`config.mk`:
```
export PLATFORM = sky130hd
export DESIGN_NAME = hsv_to_rgb_converter
export DESIGN_NICKNAME = d
export VERILOG_FILES = /design/src/rtl/hsv2rgb_pkg.sv /design/src/rtl/hsv2rgb_chan.sv /design/src/rtl/hsv_to_rgb_converter.sv
export VERILOG_INCLUDE_DIRS = /design/src /design/src/rtl
export SDC_FILE = /design/constraint.sdc
export NUM_CORES = 1
export LEC_CHECK = 0
export BUFFER_PORTS_ARGS = -buffer_cell sky130_fd_sc_hd__clkbuf_2
export CAP_MARGIN = 40
export CORE_MARGIN = 5
export CORE_UTILIZATION = 59
export CTS_BUF_LIST = sky130_fd_sc_hd__clkbuf_8
export DETAILED_ROUTE_END_ITERATION = 8
export PLACE_DENSITY = 0.81
export SETUP_SLACK_MARGIN = 0.3
export SLEW_MARGIN = 30
export SYNTH_ARGS = -nofsm -noshare
export SYNTH_HDL_FRONTEND = slang
export SYNTH_SLANG_ARGS = --single-unit
```
`constraint.sdc`:
```
create_clock -name clk -period 8.1 [get_ports clk]
set_input_delay 1.62 -clock clk [delete_from_list [all_inputs] [get_ports clk]]
set_output_delay 1.62 -clock clk [all_outputs]
set_load 0.02 [all_outputs]
```
`src/rtl/hsv_to_rgb_converter_defines.svh`:
```
// Assertion macros shared by the HSV to RGB converter RTL.
`ifndef HSV_TO_RGB_CONVERTER_DEFINES_SVH
`define HSV_TO_RGB_CONVERTER_DEFINES_SVH

`ifndef SYNTHESIS

// Check that cons holds in the same cycle as ante.
`define HSV2RGB_ASSERT_IMP(label, clk, rst_n, ante, cons) \
	label: assert property (@(posedge clk) disable iff (!(rst_n)) (ante) |-> (cons)) \
		else $error("hsv2rgb assertion failed");

// Check that cons holds in the cycle after ante.
`define HSV2RGB_ASSERT_NXT(label, clk, rst_n, ante, cons) \
	label: assert property (@(posedge clk) disable iff (!(rst_n)) (ante) |=> (cons)) \
		else $error("hsv2rgb assertion failed");

`else

`define HSV2RGB_ASSERT_IMP(label, clk, rst_n, ante, cons)
`define HSV2RGB_ASSERT_NXT(label, clk, rst_n, ante, cons)

`endif

`endif

```
`src/rtl/hsv2rgb_pkg.sv`:
```
// Types and constants shared by the HSV to RGB converter.
`timescale 1ns / 1ps

package hsv2rgb_pkg;

	// Field widths
	localparam int HUE_W  = 16;
	localparam int UNIT_W = 9;
	localparam int FRAC_W = 17;   // fractions in units of 2^-16, up to 1.0 inclusive
	localparam int CHAN_W = 8;
	localparam int REM_W  = 10;   // position inside one sextant, 0..960
	localparam int IN_TDATA_W  = 40;
	localparam int OUT_TDATA_W = 24;

	// Angle and unit constants
	localparam int HUE_TURN    = 5760;   // 360 degrees in 1/16 degree
	localparam int HUE_SEXTANT = 960;    // 60 degrees in 1/16 degree
	localparam int HUE_BIAS    = 6 * HUE_TURN;
	localparam int UNIT_ONE    = 256;
	localparam int CHAN_MAX    = 255;

	// Reciprocal multipliers for division by constants
	localparam int DIV15_MUL_HUE   = 4370;      // floor(n/15), n < 4681
	localparam int DIV15_SHIFT_HUE = 16;
	localparam int DIV6_MUL        = 43;        // floor(n/6), n < 128
	localparam int DIV6_SHIFT      = 8;
	localparam int DIV15_MUL_X     = 1118482;   // floor(n/15), n < 2^20
	localparam int DIV15_SHIFT_X   = 24;

	// Sextant of the wrapped hue, named by the channel order of chroma and secondary
	typedef enum logic [2:0] {
		SEXT_RED_GRN = 3'd0,   // (c, x, 0)
		SEXT_GRN_RED = 3'd1,   // (x, c, 0)
		SEXT_GRN_BLU = 3'd2,   // (0, c, x)
		SEXT_BLU_GRN = 3'd3,   // (0, x, c)
		SEXT_BLU_RED = 3'd4,   // (x, 0, c)
		SEXT_RED_BLU = 3'd5    // (c, 0, x)
	} sext_t;

endpackage

```
`src/rtl/hsv2rgb_chan.sv`:
```
// Scale of one channel fraction to an 8-bit intensity with cap.
`timescale 1ns / 1ps

module hsv2rgb_chan (
	input  logic [hsv2rgb_pkg::FRAC_W-1:0] comp,
	input  logic [hsv2rgb_pkg::FRAC_W-1:0] ofs,
	output logic [hsv2rgb_pkg::CHAN_W-1:0] level
);

	localparam int SUM_W  = hsv2rgb_pkg::FRAC_W + 1;
	localparam int PROD_W = SUM_W + hsv2rgb_pkg::CHAN_W;

	logic [SUM_W-1:0]  sum;
	logic [PROD_W-1:0] scaled;
	logic [PROD_W-17:0] whole;

	// Add offset, multiply by 255 as a shift and subtract, keep the integer part capped at 255
	always_comb begin
		sum    = SUM_W'(comp) + SUM_W'(ofs);
		scaled = {sum, {hsv2rgb_pkg::CHAN_W{1'b0}}} - PROD_W'(sum);
		whole  = scaled[PROD_W-1:16];
		if (whole > (PROD_W-16)'(hsv2rgb_pkg::CHAN_MAX)) begin
			level = hsv2rgb_pkg::CHAN_W'(hsv2rgb_pkg::CHAN_MAX);
		end else begin
			level = whole[hsv2rgb_pkg::CHAN_W-1:0];
		end
	end

endmodule

```
`src/rtl/hsv_to_rgb_converter.sv`:
```
// HSV to RGB converter top level: six-stage pipeline from hue, saturation, value to RGB.
//
//  channel | direction | tdata fields (low bit up)               | width
//  s_axis  | in        | hue[15:0] sat[24:16] val[33:25] zero pad | 40
//  m_axis  | out       | red[7:0] green[15:8] blue[23:16]         | 24
//
// One transaction is accepted per cycle while the output is not stalled; the six
// register stages only set the latency, the middle ones each holding a small multiply
// or two (sextant count and chroma, sextant remainder, secondary product, divide by 960).
// arst_n clears all valid bits; payload registers are not reset.
// A stall on m_tready freezes every stage at once, and s_tready drops with it.
`timescale 1ns / 1ps
`include "hsv_to_rgb_converter_defines.svh"

module hsv_to_rgb_converter (
	input  logic        clk,
	input  logic        arst_n,
	input  logic        s_tvalid,
	output logic        s_tready,
	input  logic [39:0] s_tdata,    // hue[15:0], sat[24:16], val[33:25], zeros above
	output logic        m_tvalid,
	input  logic        m_tready,
	output logic [23:0] m_tdata     // red[7:0], green[15:8], blue[23:16]
);

	localparam int FW = hsv2rgb_pkg::FRAC_W;
	localparam int UW = hsv2rgb_pkg::UNIT_W;
	localparam int RW = hsv2rgb_pkg::REM_W;
	localparam int KW = 7;    // sextant count of the biased hue, up to 70
	localparam int PW = FW + RW;

	logic adv;

	logic v_s1, v_s2, v_s3, v_s4, v_s5, v_s6;

	logic [FW-1:0] u_s1, u_s2;
	logic [UW-1:0] sat_s1, val_s1, val_s2;
	logic [KW-1:0] k_s2;
	logic [FW-1:0] c_s2, c_s3, c_s4, c_s5;
	logic [FW-1:0] m_s3, m_s4, m_s5;
	logic [RW-1:0] f_s3;
	hsv2rgb_pkg::sext_t sext_s3, sext_s4, sext_s5;
	logic [PW-1:0] prod_s4;
	logic [FW-1:0] x_s5;
	logic [23:0]   rgb_s6;

	// Stage 1 inputs
	logic [UW-1:0] sat_in, val_in, sat_cl, val_cl;
	logic [FW-1:0] u_in;

	// Stage 2 inputs
	logic [23:0]        kp;
	logic [2*UW-1:0]    cp;

	// Stage 3 inputs
	logic [FW-1:0]      km;
	logic [FW-1:0]      rem_full;
	logic [RW-1:0]      rem;
	logic [KW+5:0]      jp;
	logic [KW-1:0]      kmod;
	logic [FW-1:0]      vs;

	// Stage 5 inputs
	logic [19:0]        n2;
	logic [40:0]        xp;

	// Stage 6 inputs
	logic [FW-1:0]      rc, gc, bc;
	logic [7:0]         red, green, blue;

	// Advance the whole pipeline unless the output transaction is stalled
	assign adv      = !v_s6 || m_tready;
	assign s_tready = adv;
	assign m_tvalid = v_s6;
	assign m_tdata  = rgb_s6;

	// Advance valid bits
	always_ff @(posedge clk or negedge arst_n) begin
		if (!arst_n) begin
			v_s1 <= 1'b0;
			v_s2 <= 1'b0;
			v_s3 <= 1'b0;
			v_s4 <= 1'b0;
			v_s5 <= 1'b0;
			v_s6 <= 1'b0;
		end else if (adv) begin
			v_s1 <= s_tvalid;
			v_s2 <= v_s1;
			v_s3 <= v_s2;
			v_s4 <= v_s3;
			v_s5 <= v_s4;
			v_s6 <= v_s5;
		end
	end

	// Stage 1: bias hue by six turns, clamp saturation and value to one
	always_comb begin
		sat_in = s_tdata[24:16];
		val_in = s_tdata[33:25];
		u_in   = {s_tdata[15], s_tdata[15:0]} + FW'(hsv2rgb_pkg::HUE_BIAS);
		sat_cl = (sat_in > UW'(hsv2rgb_pkg::UNIT_ONE)) ? UW'(hsv2rgb_pkg::UNIT_ONE) : sat_in;
		val_cl = (val_in > UW'(hsv2rgb_pkg::UNIT_ONE)) ? UW'(hsv2rgb_pkg::UNIT_ONE) : val_in;
	end

	always_ff @(posedge clk) begin
		if (adv) begin
			u_s1   <= u_in;
			sat_s1 <= sat_cl;
			val_s1 <= val_cl;
		end
	end

	// Stage 2: count whole sextants of the biased hue, form chroma
	always_comb begin
		kp = 24'(u_s1[FW-1:6]) * 24'(hsv2rgb_pkg::DIV15_MUL_HUE);
		cp = val_s1 * sat_s1;
	end

	always_ff @(posedge clk) begin
		if (adv) begin
			k_s2   <= kp[hsv2rgb_pkg::DIV15_SHIFT_HUE +: KW];
			c_s2   <= cp[FW-1:0];
			u_s2   <= u_s1;
			val_s2 <= val_s1;
		end
	end

	// Stage 3: remainder inside the sextant, sextant index, triangle factor, offset
	always_comb begin
		km       = FW'(k_s2) * FW'(hsv2rgb_pkg::HUE_SEXTANT);
		rem_full = u_s2 - km;
		rem      = rem_full[RW-1:0];
		jp       = (KW+6)'(k_s2) * (KW+6)'(hsv2rgb_pkg::DIV6_MUL);
		kmod     = k_s2 - KW'(6 * jp[KW+5:hsv2rgb_pkg::DIV6_SHIFT]);
		vs       = {val_s2, 8'd0};
	end

	always_ff @(posedge clk) begin
		if (adv) begin
			sext_s3 <= hsv2rgb_pkg::sext_t'(kmod[2:0]);
			f_s3    <= kmod[0] ? RW'(hsv2rgb_pkg::HUE_SEXTANT) - rem : rem;
			c_s3    <= c_s2;
			m_s3    <= vs - c_s2;
		end
	end

	// Stage 4: chroma times triangle factor
	always_ff @(posedge clk) begin
		if (adv) begin
			prod_s4 <= PW'(c_s3) * PW'(f_s3);
			c_s4    <= c_s3;
			m_s4    <= m_s3;
			sext_s4 <= sext_s3;
		end
	end

	// Stage 5: divide the product by 960 as a shift and a reciprocal multiply
	always_comb begin
		n2 = prod_s4[25:6];
		xp = 41'(n2) * 41'(hsv2rgb_pkg::DIV15_MUL_X);
	end

	always_ff @(posedge clk) begin
		if (adv) begin
			x_s5    <= xp[hsv2rgb_pkg::DIV15_SHIFT_X +: FW];
			c_s5    <= c_s4;
			m_s5    <= m_s4;
			sext_s5 <= sext_s4;
		end
	end

	// Stage 6: place chroma and secondary by sextant
	always_comb begin
		rc = '0;
		gc = '0;
		bc = '0;
		case (sext_s5)
			hsv2rgb_pkg::SEXT_RED_GRN: begin
				rc = c_s5;
				gc = x_s5;
			end
			hsv2rgb_pkg::SEXT_GRN_RED: begin
				rc = x_s5;
				gc = c_s5;
			end
			hsv2rgb_pkg::SEXT_GRN_BLU: begin
				gc = c_s5;
				bc = x_s5;
			end
			hsv2rgb_pkg::SEXT_BLU_GRN: begin
				gc = x_s5;
				bc = c_s5;
			end
			hsv2rgb_pkg::SEXT_BLU_RED: begin
				rc = x_s5;
				bc = c_s5;
			end
			hsv2rgb_pkg::SEXT_RED_BLU: begin
				rc = c_s5;
				bc = x_s5;
			end
			default: begin
				rc = '0;
				gc = '0;
				bc = '0;
			end
		endcase
	end

	hsv2rgb_chan u_chan_red (
		.comp  (rc),
		.ofs   (m_s5),
		.level (red)
	);

	hsv2rgb_chan u_chan_green (
		.comp  (gc),
		.ofs   (m_s5),
		.level (green)
	);

	hsv2rgb_chan u_chan_blue (
		.comp  (bc),
		.ofs   (m_s5),
		.level (blue)
	);

	always_ff @(posedge clk) begin
		if (adv) begin
			rgb_s6 <= {blue, green, red};
		end
	end

	// Secondary never exceeds chroma
	`HSV2RGB_ASSERT_IMP(a_x_le_c, clk, arst_n, v_s5, x_s5 <= c_s5)

	// Triangle factor stays within one sextant
	`HSV2RGB_ASSERT_IMP(a_f_range, clk, arst_n, v_s3, f_s3 <= RW'(hsv2rgb_pkg::HUE_SEXTANT))

	// Chroma plus offset equals value, never above one
	`HSV2RGB_ASSERT_IMP(a_cm_sum, clk, arst_n, v_s3, (FW+1)'(c_s3) + (FW+1)'(m_s3) <= (FW+1)'(65536))

	// A stall holds stage 5 valid with its secondary and sextant unchanged
	`HSV2RGB_ASSERT_NXT(a_stall_hold, clk, arst_n, !adv && v_s5, v_s5 && $stable(x_s5) && $stable(sext_s5))

endmodule
```
==> reports/metrics.yaml <==
max_slew_margin_pct: 49.6
status: "completed"
detail-route-antenna-nets: 0
rr_worst_depth: 22
path_class: "reg -> reg"
cpMostUsedCell: "a21o_1"
overflow: 0
async_flop_share_pct: 2.28
drc: 0
vias_per_cell: 5.71
wl_mm: 53.1
mostFrequentLayoutCell: "inv_1"
cpPeakStageDelay_ns: 0.59
ios: 70
grt_max_degree: 75
endpoint_kind: "flip-flop"
critical_path.top_delay_family: "compound AO/OA/AOI/OAI gates"
hold_violations: 0
cpMaxStageDelayCell: "nor2_2"
fin_crit_sh_pct: 81.7
syn_avg_cell_area_um2: 10.7
setup_viol: 0
tightest_slew_ns: 0.754
dpl.hpwl_mm: 41.9
drt_iter0_markers: 1083
synth_area_leader_cell: "edfxtp_1"
dp_cells: 3015
diodes: 0
routabilityCongestion: 0.910
die_area_um2: 47800
clock_latency_ns: 0.62
crit_chain: "xnor2_1 -> nor2_2 -> a22o_1 -> ha_1 -> nor2b_1 -> o31a_1 -> or3b_1 -> a21o_1 -> o31a_1 -> nor2_1 -> xor2_1 -> ha_1 -> a21o_1 -> a21o_1 -> a21o_1 -> a21oi_1 -> o31ai_1 -> a211oi_1 -> a31oi_1 -> o31ai_2 -> a21o_1 -> o211ai_1"
layout_common_cells: "380 x inv_1, 377 x ha_1, 257 x edfxtp_1"
drive_above_1_share_pct: 7.31
setup_ws_ns: 1.48
period_minus_slack_ns: 6.62
rsz0062_at_grt: "false"
first_pass_iters: 5
syn-cell-area_um2: 25700
critPathLaunchType: "flip-flop"
num-fill-cells: 3258
track_usage_pct: 22.5
via_count: 17700
setup-tns-final_ns: 0
final_cells: 3101
cts-root-buf: "clkbuf_8"
die_x_um: 219
cts_tree: "built"
die_h_um: 219
hold_path.class: "reg -> reg"
cts_max_level: 2
synth_nets: 3052
grt_pass1_vias: 18600
io_buffers: 63
coreArea_um2: 43100
finClkSkew_ns: 0.0342
clk_transition_reported_paths_ns: 0.06
grt_pass1_wl_mm: 87.7
dp_slack_ns: 1.57
synth_edf_count: 257
numCtsBuffers: 47
start_util_pct: 59.6
worstHoldPathCells: 0
rows: 76
cts_resized: 0
antenna_found_initial: 1
worstPathArrival_ns: 6.93
yosys_warnings: 0
synth_area_leaders: "edfxtp_1 30%, ha_1 18%, fa_1 17%"
holdWs_ns: 0.404
area_growth_pct: 7.54
synth_cell_types: 86
cts.sinks: 263
fmax_mhz: 151
seq_area_frac_synth_pct: 30.6
ys_seq_elements: 263
cp_data_required_time_ns: 8.41
cap_violations: 0
routedWlPerCell_um: 17.1
yosysTopAreaCellShare_pct: 30.0
clockBufferDepth: 3
nNetsFinal: 3121
cts_hold_buf: 0
worst-path-stages: 22
crit_path_max_fanout: 17
synth_top_flop_cell: "edfxtp_1"
path_buf_inv: 0
post_cts.repair.setup_buffers: 0
maxSlewViolCount: 0
synthCells: 2412
flip-flops by register name, indices dropped and copies added (netlist names), 3 cells and up:
name	cells
c_s2	17
c_s3	17
c_s4	17
c_s5	17
f_s3	10
k_s2	7
m_s3	16
m_s4	16
m_s5	16
m_tdata	24
prod_s4	20
sat_s1	9
sext_s3	3
sext_s4	3
sext_s5	3
u_s1	17
u_s2	10
val_s1	9
val_s2	9
x_s5	17
logic make-up after synthesis:
group	count (synthesis)	share of synthesized area, %
AOI/OAI and AO/OA	359	10.2
xor gates and xnor gates	149	5.11
adders and majority gates	601	35.6
buffers and inverters	426	6.24
DFF	263	30.6
muxes	9	0.375
and+or+nand+nor	605	11.8
final timing paths:
check	from	end	slack [ns]
max in group asynchronous	arst_n	v_s1	7.11
worst min-delay path	c_s4[9]	c_s5[9]	0.40
worst max register to register	sext_s5[0]	m_tdata[5]	1.48
worst min register to register	c_s4[9]	c_s5[9]	0.40
worst max-delay path	sext_s5[0]	m_tdata[5]	1.48
min in group asynchronous	arst_n	m_tvalid	0.85
stage by stage:
step	cell area [µm²]	utilization (%)
floorplan	25700	-
global placement	26600	61.7
detailed placement	26600	61.8
CTS	27600	64.0
global route	27600	64.1
finish	27600	64.1
area by class of cell:
type / instances / area (µm²) / area share [%]
timing repair buffer: 73 / 430 / 1.56
sequential: 263 / 7870 / 28.5
multi-input combinational: 1723 / 16200 / 58.7
clock inverter: 36 / 307 / 1.11
clock buffer: 48 / 661 / 2.39
inverter: 373 / 1400 / 5.08
tap: 585 / 732 / 2.65
cells in the mapped netlist (10+ instances only):
| library cell | number |
|---|---|
| a211oi_1 | 10 |
| a21o_1 | 47 |
| a21oi_1 | 76 |
| a22o_1 | 49 |
| a31oi_1 | 10 |
| and2_1 | 123 |
| and3_1 | 12 |
| clkbuf_1 | 52 |
| edfxtp_1 | 257 |
| fa_1 | 219 |
| ha_1 | 377 |
| inv_1 | 373 |
| nand2_1 | 199 |
| nand2b_1 | 16 |
| nand3_1 | 32 |
| nand4_1 | 11 |
| nor2_1 | 89 |
| nor2b_1 | 34 |
| nor3_1 | 38 |
| o21a_1 | 24 |
| o21ai_0 | 44 |
| xnor2_1 | 107 |
| xor2_1 | 41 |
per-layer routing:
layer | global-route usage, % | up-vias | wire length (µm)
li1 | - | 8403 | -
met1 | 27.2 | 8648 | 21500
met2 | 39.7 | 517 | 26500
met3 | 4.18 | 150 | 3070
met4 | 9.04 | 2 | 2000
met5 | 0 | - | 13
Power is left out: the tool's default activity adds up to more than one toggle a clock period on the data nets, which glitch-free logic cannot reach.
